**config.mk**
```make
export PLATFORM = sky130hd
export DESIGN_NAME = annexb_codec_and_keyframe_classifier_flat
export DESIGN_NICKNAME = d
export VERILOG_FILES = /design/src/rtl/core/akc_pkg.sv /design/src/rtl/core/akc_in_if.sv /design/src/rtl/core/akc_out_if.sv /design/src/rtl/core/annexb_codec_and_keyframe_classifier.sv /design/src/flat_wrapper.sv
export SDC_FILE = /design/constraint.sdc
export NUM_CORES = 1
export LEC_CHECK = 0
export BUFFER_PORTS_ARGS = -buffer_cell sky130_fd_sc_hd__buf_2
export CAP_MARGIN = 20
export CELL_PAD_IN_SITES_DETAIL_PLACEMENT = 1
export CELL_PAD_IN_SITES_GLOBAL_PLACEMENT = 1
export CORE_ASPECT_RATIO = 1.2
export CORE_MARGIN = 5
export CORE_UTILIZATION = 40
export DETAILED_ROUTE_END_ITERATION = 10
export PLACE_DENSITY = 0.8
export SLEW_MARGIN = 20
export SYNTH_ARGS = -nofsm -noshare
export SYNTH_HDL_FRONTEND = slang
export SYNTH_SLANG_ARGS = --single-unit
```
**constraint.sdc**
```tcl
create_clock -name clk -period 5.85 [get_ports clk]
set_input_delay 0 -clock clk [delete_from_list [all_inputs] [get_ports clk]]
set_output_delay 0 -clock clk [all_outputs]
set_load 0.01 [all_outputs]
```
**src/rtl/core/akc_pkg.sv**
```systemverilog
package akc_pkg;

    // Scan phase of the current byte sequence
    typedef enum logic [2:0] {
        PH_IDLE   = 3'd0,
        PH_PREFIX = 3'd1,
        PH_SCAN   = 3'd2,
        PH_HDR0   = 3'd3,
        PH_HDR1   = 3'd4
    } phase_t;

    // Sequence modes, taken from the first byte
    localparam logic MODE_PARAM = 1'b0;
    localparam logic MODE_SLICE = 1'b1;

    // Verdict kinds
    localparam logic KIND_CODEC    = 1'b0;
    localparam logic KIND_KEYFRAME = 1'b1;

    // Start code and NAL header fields
    localparam logic [7:0] BYTE_ZERO       = 8'h00;
    localparam logic [7:0] BYTE_ONE        = 8'h01;
    localparam logic [7:0] FORBIDDEN_MASK  = 8'h80;
    localparam logic [7:0] LAYER_LSB_MASK  = 8'h01;
    localparam logic [7:0] AVC_TYPE_MASK   = 8'h1f;
    localparam logic [5:0] HEVC_NUT_MASK   = 6'h3f;
    localparam logic [5:0] HEVC_VPS        = 6'd32;
    localparam logic [5:0] HEVC_SPS        = 6'd33;
    localparam logic [5:0] HEVC_PPS        = 6'd34;
    localparam logic [5:0] HEVC_IRAP_LO    = 6'd16;
    localparam logic [5:0] HEVC_IRAP_HI    = 6'd21;
    localparam logic [4:0] AVC_IDR         = 5'd5;
    localparam logic [4:0] AVC_SPS         = 5'd7;
    localparam logic [4:0] AVC_PPS         = 5'd8;

    // Zero run saturates at two
    localparam logic [1:0] ZERO_RUN_MAX = 2'd2;

    typedef struct packed {
        logic verdict;
        logic verdict_kind;
        logic codec_in_force;
    } result_t;

endpackage

```
**src/rtl/core/akc_in_if.sv**
```systemverilog
interface akc_in_if;
    logic       valid;
    logic       ready;
    logic       mode;
    logic [7:0] data_byte;
    logic       last;

    modport source (output valid, output mode, output data_byte, output last, input ready);
    modport sink (input valid, input mode, input data_byte, input last, output ready);
endinterface

```
**src/rtl/core/akc_out_if.sv**
```systemverilog
interface akc_out_if;
    logic valid;
    logic ready;
    logic verdict;
    logic verdict_kind;
    logic codec_in_force;

    modport source (output valid, output verdict, output verdict_kind, output codec_in_force,
                    input ready);
    modport sink (input valid, input verdict, input verdict_kind, input codec_in_force,
                  output ready);
endinterface

```
**src/rtl/core/annexb_codec_and_keyframe_classifier.sv**
```systemverilog
// Channel   | Dir | Beat payload                          | Beats
// ----------+-----+---------------------------------------+---------------------------
// bytes     | in  | mode, data_byte, last                 | one per byte of a sequence
// verdicts  | out | verdict, verdict_kind, codec_in_force | at most one per sequence
//
// One byte is taken every cycle while the skid entry is empty; the scan state is registered on
// each accepted byte, and a verdict goes to the output register, or to the skid if that is held.
// A two-entry output stage (register plus skid) lets bytes keep flowing while a
// verdict waits; bytes stall only when both entries are full.
// Reset clears the scan state and the codec flag (H.264) and empties the output.
module annexb_codec_and_keyframe_classifier #(
    parameter int HEADER_CAPACITY = 256,
    parameter int PREFIX_BYTES    = 2
) (
    input  logic      clk,
    input  logic      rst_n,
    akc_in_if.sink    bytes,
    akc_out_if.source verdicts
);

    localparam int CW = $clog2(HEADER_CAPACITY + 1);
    localparam logic [CW-1:0] CAP_C    = CW'(HEADER_CAPACITY);
    localparam logic [CW-1:0] PREFIX_C = CW'(PREFIX_BYTES);

    // Scan state
    akc_pkg::phase_t phase_reg, phase_next;
    logic            mode_reg, mode_next;
    logic [1:0]      zero_run_reg, zero_run_next;
    logic [7:0]      hdr_byte_reg, hdr_byte_next;
    logic [CW-1:0]   count_reg, count_next;
    logic            decided_reg, decided_next;
    logic            codec_reg, codec_next;

    // Output stage
    logic             out_valid_reg, out_valid_next;
    logic             skid_valid_reg, skid_valid_next;
    akc_pkg::result_t out_reg, out_next;
    akc_pkg::result_t skid_reg, skid_next;

    // Per-byte decode
    logic             in_fire;
    logic             out_fire;
    logic             settle;
    logic             settle_val;
    logic             eff_mode;
    akc_pkg::result_t result;

    assign in_fire  = bytes.valid && bytes.ready;
    assign out_fire = verdicts.valid && verdicts.ready;

    // Decode one byte into the next scan state
    always_comb
    begin
        akc_pkg::phase_t ph;
        logic [1:0]      zr;
        logic [7:0]      hb;
        logic [CW-1:0]   cnt;
        logic [CW-1:0]   cnt_inc;
        logic            dec;
        logic [7:0]      b;
        logic [5:0]      t_hb;
        logic [5:0]      t_b;
        logic            hevc_hdr;
        logic            avc_hdr;
        akc_pkg::phase_t ph_n;

        b = bytes.data_byte;
        // Fresh sequence: take the mode and start from a clean state
        if (phase_reg == akc_pkg::PH_IDLE)
        begin
            eff_mode = bytes.mode;
            ph  = (bytes.mode == akc_pkg::MODE_SLICE) ? akc_pkg::PH_PREFIX : akc_pkg::PH_SCAN;
            zr  = '0;
            hb  = '0;
            cnt = '0;
            dec = 1'b0;
        end
        else
        begin
            eff_mode = mode_reg;
            ph  = phase_reg;
            zr  = zero_run_reg;
            hb  = hdr_byte_reg;
            cnt = count_reg;
            dec = decided_reg;
        end

        cnt_inc    = (cnt == CAP_C) ? cnt : cnt + 1'b1;
        t_hb       = 6'((hb >> 1) & {2'b00, akc_pkg::HEVC_NUT_MASK});
        t_b        = 6'((b >> 1) & {2'b00, akc_pkg::HEVC_NUT_MASK});
        hevc_hdr   = ((hb & akc_pkg::FORBIDDEN_MASK) == '0)
                     && ((hb & akc_pkg::LAYER_LSB_MASK) == '0)
                     && (b == akc_pkg::BYTE_ONE)
                     && (t_hb inside {akc_pkg::HEVC_VPS, akc_pkg::HEVC_SPS, akc_pkg::HEVC_PPS});
        avc_hdr    = ((hb & akc_pkg::FORBIDDEN_MASK) == '0)
                     && (5'(hb & akc_pkg::AVC_TYPE_MASK) inside {akc_pkg::AVC_SPS,
                                                                 akc_pkg::AVC_PPS});
        ph_n       = ph;
        zero_run_next = zr;
        hdr_byte_next = hb;
        count_next    = cnt;
        settle        = 1'b0;
        settle_val    = 1'b0;

        if (!dec)
        begin
            count_next = cnt_inc;
            if (eff_mode == akc_pkg::MODE_PARAM)
            begin
                case (ph)
                    akc_pkg::PH_SCAN:
                    begin
                        if (zr == akc_pkg::ZERO_RUN_MAX && b == akc_pkg::BYTE_ONE)
                        begin
                            ph_n          = akc_pkg::PH_HDR0;
                            zero_run_next = '0;
                        end
                        else if (b == akc_pkg::BYTE_ZERO)
                        begin
                            zero_run_next = (zr < akc_pkg::ZERO_RUN_MAX) ? zr + 1'b1 : zr;
                        end
                        else
                        begin
                            zero_run_next = '0;
                        end
                    end
                    akc_pkg::PH_HDR0:
                    begin
                        hdr_byte_next = b;
                        ph_n          = akc_pkg::PH_HDR1;
                    end
                    default:
                    begin
                        if (hevc_hdr)
                        begin
                            settle     = 1'b1;
                            settle_val = 1'b1;
                        end
                        else if (avc_hdr)
                        begin
                            settle     = 1'b1;
                            settle_val = 1'b0;
                        end
                        else
                        begin
                            ph_n          = akc_pkg::PH_SCAN;
                            zero_run_next = (b == akc_pkg::BYTE_ZERO) ? 2'd1 : 2'd0;
                        end
                    end
                endcase
                // Give up on H.264 once the header window is full
                if (!settle && cnt_inc >= CAP_C)
                begin
                    settle     = 1'b1;
                    settle_val = 1'b0;
                end
            end
            else
            begin
                if (ph == akc_pkg::PH_PREFIX && cnt < PREFIX_C)
                begin
                    ph_n = akc_pkg::PH_PREFIX;
                end
                else if (ph == akc_pkg::PH_PREFIX || ph == akc_pkg::PH_SCAN)
                begin
                    if (b == akc_pkg::BYTE_ONE)
                    begin
                        ph_n = akc_pkg::PH_HDR0;
                    end
                    else if (b != akc_pkg::BYTE_ZERO)
                    begin
                        ph_n       = akc_pkg::PH_SCAN;
                        settle     = 1'b1;
                        settle_val = 1'b0;
                    end
                    else
                    begin
                        ph_n = akc_pkg::PH_SCAN;
                    end
                end
                else
                begin
                    // Header byte after the start code
                    settle = 1'b1;
                    if (codec_reg)
                        settle_val = (t_b >= akc_pkg::HEVC_IRAP_LO)
                                     && (t_b <= akc_pkg::HEVC_IRAP_HI);
                    else
                        settle_val = (5'(b & akc_pkg::AVC_TYPE_MASK) == akc_pkg::AVC_IDR);
                end
            end
            // Sequence ended undecided
            if (!settle && bytes.last)
            begin
                settle     = 1'b1;
                settle_val = 1'b0;
            end
        end

        decided_next = dec || settle;
        codec_next   = (settle && eff_mode == akc_pkg::MODE_PARAM) ? settle_val : codec_reg;
        mode_next    = eff_mode;
        phase_next   = ph_n;

        // Close the sequence on its last byte
        if (bytes.last)
        begin
            phase_next    = akc_pkg::PH_IDLE;
            decided_next  = 1'b0;
            zero_run_next = '0;
            count_next    = '0;
        end
    end

    // Form the result beat
    always_comb
    begin
        result.verdict        = settle_val;
        result.verdict_kind   = eff_mode ? akc_pkg::KIND_KEYFRAME : akc_pkg::KIND_CODEC;
        result.codec_in_force = codec_next;
    end

    // Advance the output register and skid entry
    always_comb
    begin
        out_valid_next  = out_valid_reg;
        skid_valid_next = skid_valid_reg;
        out_next        = out_reg;
        skid_next       = skid_reg;
        if (!out_valid_reg || out_fire)
        begin
            if (skid_valid_reg)
            begin
                out_next        = skid_reg;
                out_valid_next  = 1'b1;
                skid_valid_next = 1'b0;
            end
            else if (in_fire && settle)
            begin
                out_next       = result;
                out_valid_next = 1'b1;
            end
            else
            begin
                out_valid_next = 1'b0;
            end
        end
        else if (in_fire && settle)
        begin
            skid_next       = result;
            skid_valid_next = 1'b1;
        end
    end

    // Control state
    always_ff @(posedge clk or negedge rst_n)
    begin
        if (!rst_n)
        begin
            phase_reg      <= akc_pkg::PH_IDLE;
            mode_reg       <= akc_pkg::MODE_PARAM;
            zero_run_reg   <= '0;
            hdr_byte_reg   <= '0;
            count_reg      <= '0;
            decided_reg    <= 1'b0;
            codec_reg      <= 1'b0;
            out_valid_reg  <= 1'b0;
            skid_valid_reg <= 1'b0;
        end
        else
        begin
            if (in_fire)
            begin
                phase_reg    <= phase_next;
                mode_reg     <= mode_next;
                zero_run_reg <= zero_run_next;
                hdr_byte_reg <= hdr_byte_next;
                count_reg    <= count_next;
                decided_reg  <= decided_next;
                codec_reg    <= codec_next;
            end
            out_valid_reg  <= out_valid_next;
            skid_valid_reg <= skid_valid_next;
        end
    end

    // Result payload, no reset
    always_ff @(posedge clk)
    begin
        out_reg  <= out_next;
        skid_reg <= skid_next;
    end

    assign bytes.ready             = !skid_valid_reg;
    assign verdicts.valid          = out_valid_reg;
    assign verdicts.verdict        = out_reg.verdict;
    assign verdicts.verdict_kind   = out_reg.verdict_kind;
    assign verdicts.codec_in_force = out_reg.codec_in_force;

endmodule

```
**src/flat_wrapper.sv**
```systemverilog
// flat-port wrapper written by rule: the top's interface ports become plain ports
module annexb_codec_and_keyframe_classifier_flat 
#(
    parameter int HEADER_CAPACITY = 256,
    parameter int PREFIX_BYTES    = 2
)
  (clk, rst_n, bytes_valid, bytes_mode, bytes_data_byte, bytes_last, bytes_ready, verdicts_valid, verdicts_verdict, verdicts_verdict_kind, verdicts_codec_in_force, verdicts_ready);
  akc_in_if bytes_i ();
  akc_out_if verdicts_i ();
  input  logic clk;
  input  logic rst_n;
  input wire logic [$bits(bytes_i.valid)-1:0] bytes_valid;
  input wire logic [$bits(bytes_i.mode)-1:0] bytes_mode;
  input wire logic [$bits(bytes_i.data_byte)-1:0] bytes_data_byte;
  input wire logic [$bits(bytes_i.last)-1:0] bytes_last;
  output wire logic [$bits(bytes_i.ready)-1:0] bytes_ready;
  output wire logic [$bits(verdicts_i.valid)-1:0] verdicts_valid;
  output wire logic [$bits(verdicts_i.verdict)-1:0] verdicts_verdict;
  output wire logic [$bits(verdicts_i.verdict_kind)-1:0] verdicts_verdict_kind;
  output wire logic [$bits(verdicts_i.codec_in_force)-1:0] verdicts_codec_in_force;
  input wire logic [$bits(verdicts_i.ready)-1:0] verdicts_ready;
  assign bytes_i.valid = bytes_valid;
  assign bytes_i.mode = bytes_mode;
  assign bytes_i.data_byte = bytes_data_byte;
  assign bytes_i.last = bytes_last;
  assign bytes_ready = bytes_i.ready;
  assign verdicts_valid = verdicts_i.valid;
  assign verdicts_verdict = verdicts_i.verdict;
  assign verdicts_verdict_kind = verdicts_i.verdict_kind;
  assign verdicts_codec_in_force = verdicts_i.codec_in_force;
  assign verdicts_i.ready = verdicts_ready;
  annexb_codec_and_keyframe_classifier #(.HEADER_CAPACITY(HEADER_CAPACITY), .PREFIX_BYTES(PREFIX_BYTES)) u_core (.clk(clk), .rst_n(rst_n), .bytes(bytes_i), .verdicts(verdicts_i));
endmodule
```
==> metrics, run 1 <==
core area 5010 sq um; Worst-Skew Late Latency approximately 0.3 ns; post-CTS setup buffers 0; final design utilization 0.473; clk sink count 33; commonest non-fill, non-tap cells in the layout 27 x nand2_1, 27 x dfrtp_1, 22 x nor2_1; sequential fraction of the synthesis area 0.409; vias per inst 6.15; Post-Syn Area about 2100 sq um; clk_skew between 0.007 and 0.008 ns; die width between 70 and 80 um; Nets ~280; Tmin final 3.54 ns; Async SR Flop Fraction 0.818; Worst Hold Class in -> reg; Num CTS Buffers 5; status finished, final reports clean; distinct cell type count after synthesis 53; initial antenna violation count 0; Initial Util 0.418; Int Pwr 0.000575 W; final setup vio count 0; Avg Synthesized Cell Area 8.75 sq um; Worst Hold Depth 2; CTS Root Cell clkbuf_8; peak supply drop between 0.15 and 0.2 mV; antenna-violating nets left 0; Yosys warning total 0; Top FF cell, synth dfrtp_1; max reg flops 9; crit end category flip-flop; die footprint 6780 sq um; R2R cell count 9; hold path endpoint u_core.hdr_byte_reg[2]; n_diodes 0; Post-synth EDFFs 6; CP required 5.78 ns; cts hold-fix bufs 7; first-pass GRT wire length 10500 um; crit path launch type flip-flop; fin. max-slew vios 0; P per Cell Area 455 nW/um^2; setup ws final 2.31 ns; Sw Share 0.467; DRC viols 0; GR Overflow Total 0; clk buf depth 2; Comb power frac 0.455; die height 89.2 um; r2r startpoint u_core.phase_reg[2]; r2r endpoint u_core.verdicts.verdict_kind; Syn Nets 257; IO Count 19; Place WS roughly 2.4 ns; DR WL/cell 19.0 um; Area growth syn-to-layout 13.3%; fraction of layout cells with a size suffix above 1 0.134; CTS H-tree depth 2; Clk pwr share 0.162; setup TNS 0 ns; reg-to-reg slack, setup 2.31 ns; critical path type reg -> reg; switching pwr approximately 0.0005 W; Reg clk slew, reported paths 0.08 ns; Tightest Pin Transition 0.842 ns; Vias approximately 2000; max-cap viol count 0; data arrival time of the critical path 3.48 ns; Flop pwr share 0.382; RSZ-0062 raised after global routing false; IO Port Bufs 18; Total GRT Usage 0.191; maximum fanout along the worst path 20; PostCTS Resize Cnt 0; Fin. Hold Viols 0; Site Rows 28; Post-DP HPWL roughly 4400 um; min-delay src bytes_data_byte[2]; GP Congestion 0.874; flops & latches, synth 33; Pre-antenna DRT Iters 4; Syn Inst Count 239; largest net degree at the start of global routing 28; Rel. slew slack 0.434; Routed WL between 6000 and 7000 um; fmax 0.282 GHz; Final Cycle Share 0.605; Initial DRC Count 104; clock tree from TritonCTS yes; vias in the first global route 2102; LEAKAGE 1.01 nW
-- cell families (layout without fill, tap and decap cells) --
family                   after synthesis  after routing  synth area share
AO/OA/AOI/OAI                         84             84             0.269
adder cells (fa/ha/maj)                4              4            0.0239
buffers and inverters                 20             43            0.0401
flip-flops                            33             33             0.409
multiplexers                           5              5            0.0251
AND/OR/NAND/NOR                       93             93             0.233
-- cell type report --
cell class                      instances  area [sq um]
Multi-Input combinational cell        186          1150
Timing Repair Buffer                   25           160
Clock buffer                            5          68.8
Fill cell                             600          2640
Sequential cell                        33           856
Tap cell                               60          75.1
Inverter                               10          37.5
Clock inverter                          3          17.5
-- synthesized netlist by cell type, drive strengths merged (4+ instances only) --
cell type | instances | share of area
dfrtp | 27 | 0.32
nand2 | 27 | 0.048
nor2 | 22 | 0.039
o21ai | 20 | 0.048
a21oi | 18 | 0.043
inv | 10 | 0.018
a22o | 8 | 0.033
nand3 | 8 | 0.019
clkbuf | 7 | 0.013
a211oi | 6 | 0.022
a31oi | 6 | 0.018
edfxtp | 6 | 0.086
nor2b | 6 | 0.018
nor3 | 6 | 0.014
nor4 | 5 | 0.025
ha | 4 | 0.024
nand4 | 4 | 0.012
nor4b | 4 | 0.017
-- metrics by stage --
| stage | instance area, sq um | instances | hold WS [ns] | power (W) |
|---|---|---|---|---|
| detailed placement | 2210 | 307 | 0.0691 | 0.000894 |
| finish | 2370 | 322 | 0.00644 | 0.00108 |
| global route | 2370 | 322 | 0.0202 | 0.00116 |
| global placement | 2210 | 307 | 0.0571 | 0.000876 |
| floorplan | 2090 | 239 | -0.296 | 0.000753 |
| CTS | 2370 | 322 | 0.000780 | 0.00108 |
-- worst max-delay path: stages (launching register included) --
cell	delay, ns
dfrtp_1	0.69
or3_1	0.63
nand2_1	0.19
inv_1	0.09
ha_1	0.21
nand4_1	0.12
nor4_1	0.26
or2_0	0.20
o21ai_0	0.20
a311oi_1	0.56
-- power groups by stage --
stage | clock [W] | sequential (W) | combinational, W
6_report | 0.000175 | 0.000413 | 0.000491
5_1_grt | 0.000188 | 0.000425 | 0.000549
4_1_cts | 0.000179 | 0.000410 | 0.000488
3_5_place_dp | 0 | 0.000415 | 0.000479
3_3_place_gp | 0 | 0.000410 | 0.000465
2_1_floorplan | 0 | 0.000369 | 0.000385
-- how the worst max path moves through the flow --
stage / from / end / depth (start not counted)
finish: u_core.phase_reg[2] / u_core.verdicts.verdict_kind / 9
global route: u_core.phase_reg[2] / u_core.verdicts.verdict_kind / 9
floorplan: u_core.phase_reg[2] / u_core.verdicts.codec_in_force / 12
global placement: u_core.phase_reg[2] / u_core.verdicts.verdict / 9
CTS: u_core.phase_reg[2] / u_core.verdicts.verdict / 9
detailed placement: u_core.phase_reg[2] / u_core.verdicts.verdict / 9
-- routing by layer --
layer  GRT usage  vias to the layer above  share of wire  wire [um]
met5           0                        -              0          0
met4      0.0696                        0          0.018        109
met3      0.0363                       10          0.028        173
met2       0.339                       32           0.50       3050
met1       0.233                      989           0.46       2790
li1            -                      948              -          -
(Power assumes the default switching activity.)
==> inputs of run 2 (changes only) <==
==> constraint.sdc (replaced) <==
create_clock -name clk -period 3.3 [get_ports clk]
set_input_delay 0 -clock clk [delete_from_list [all_inputs] [get_ports clk]]
set_output_delay 0 -clock clk [all_outputs]
set_load 0.01 [all_outputs]
==> run 2 against run 1 <==
  * Clock skew is 0.0021 ns lower
  * Total power up 96%
  * Register-to-register slack got worse by 1.9 ns
  * Global-route usage increased by 0.99 points
  * Die area stayed put
  * Utilization grew 1.7 points
  * Combinational power rose by 100%
  * Fmax increased by 20%
  * Count of clock-buffer cells in the layout did not move
  * First-iteration DRC count increased by 5.8%
  * Flip-flop and latch count unchanged
==> metrics, run 2 (synthesis gave the netlist of run 1 again) <==
status finished, final reports clean; final design utilization 0.491; DR WL/cell 19.5 um; Routed WL 6380 um; n_diodes 0; PostCTS Resize Cnt 0; Place WS 0.407 ns; clk sink count 33; Sw Share 0.425; maximum fanout along the worst path 12; Flop pwr share 0.321; Num CTS Buffers 5; setup ws final roughly 0.36 ns; Fin. Hold Viols 0; critical path type reg -> reg; setup TNS 0 ns; IO Port Bufs 18; Area growth syn-to-layout 17.5%; GP Congestion ~0.83; clk buf depth 2; vias in the first global route 2206; Fin Hold WS 0.0128 ns; Initial Util 0.418; clock tree from TritonCTS yes; clk_skew 0.00503 ns; Tmin final 2.94 ns; Clk pwr share 0.216; CTS H-tree depth 2; antenna-violating nets left 0; CP required 3.23 ns; fin. max-slew vios 0; peak supply drop 0.331 mV; crit end category flip-flop; IO Count 19; final setup vio count 0; crit path launch type flip-flop; fraction of layout cells with a size suffix above 1 0.153; largest net degree at the start of global routing 28; core area 5010 sq um; Site Rows 28; commonest non-fill, non-tap cells in the layout 27 x nand2_1, 27 x dfrtp_1, 22 x nor2_1; Total GRT Usage 0.201; FILL cells 609; first-pass GRT wire length between 10000 and 15000 um; LEAKAGE approximately 1.1 nW; Tightest Pin Transition 1.01 ns; Comb power frac 0.463; initial antenna violation count 0; Vias 2023; Post-DP HPWL ~4600 um; Worst Hold Class in -> reg; fmax 0.340 GHz; die width 76.0 um; data arrival time of the critical path 2.87 ns; Rel. slew slack 0.324; GR Overflow Total 0; DRC viols 0; die footprint 6780 sq um; switching pwr 0.000901 W; die height 89.2 um; max reg flops 9; P per Cell Area 862 nW/um^2; Initial DRC Count 110; Nets 285; Worst-Skew Late Latency 0.29 ns; Final Cycle Share 0.890; max-cap viol count 0; CTS Root Cell clkbuf_8; RSZ-0062 raised after global routing false; vias per inst 6.17; Int Pwr 0.00122 W; Reg clk slew, reported paths 0.07 ns; Pre-antenna DRT Iters 4
-- run 2: cell type report --
class | count | area, sq um | area share
timing repair buffer | 31 | 203 | 0.0825
inverter | 10 | 37.5 | 0.0153
multi-input combinational | 186 | 1150 | 0.469
clock inverter | 3 | 65.1 | 0.0265
sequential | 33 | 856 | 0.348
tap | 60 | 75.1 | 0.0305
clock buffer | 5 | 68.8 | 0.0280
-- run 2: power by group through the flow --
stage / clock [W] / sequential (W) / combinational (W)
after floorplan: 0 / 0.000654 / 0.000682
after global placement: 0 / 0.000673 / 0.000942
after detailed placement: 0 / 0.000682 / 0.000960
after CTS: 0.000468 / 0.000676 / 0.000978
after global routing: 0.000484 / 0.000695 / 0.00110
final: 0.000458 / 0.000679 / 0.000982
-- run 2: path summary, 6_finish.rpt --
path	end	cells after the start	from	slack [ns]
worst max-delay path	u_core.verdicts.codec_in_force	9	u_core.phase_reg[0]	0.36
worst min-delay path	u_core.hdr_byte_reg[5]	2	bytes_data_byte[5]	0.01
worst max register to register	u_core.verdicts.codec_in_force	9	u_core.phase_reg[0]	0.36
worst min register to register	u_core.hdr_byte_reg[4]	1	u_core.hdr_byte_reg[4]	0.52
max in group asynchronous	u_core.count_reg[5]	2	rst_n	2.61
min in group asynchronous	u_core.hdr_byte_reg[5]	2	rst_n	0.27
-- run 2: metal layers --
metal | track usage | vias to the layer above | part of all wire
met3 | 0.0353 | 13 | 0.024
met2 | 0.371 | 29 | 0.52
met5 | 0 | - | 0
met4 | 0.0971 | 0 | 0.022
li1 | - | 958 | -
met1 | 0.226 | 1023 | 0.43
-- run 2: repair_timing --
action / 4_1_cts / 5_1_grt
hold endpoints to repair: 32 / 0
hold buffers: 6 / 0
setup buffers: 0 / 0
-- run 2: critical path: stages, from the launching register on --
cell and delay [ns]:
dfrtp_1 0.39, or3_1 0.55, nand2_1 0.18, inv_1 0.05, ha_1 0.22, nand4_1 0.12
o211a_1 0.17, or2_0 0.15, o21ai_0 0.20, a311oi_1 0.55
-- run 2: metrics by stage --
step	cells	area [sq um]	total power (W)
global placement	314	2260	0.00162
detailed placement	314	2260	0.00164
finish	328	2460	0.00212
global route	328	2460	0.00227
floorplan	239	2090	0.00134
CTS	328	2460	0.00212
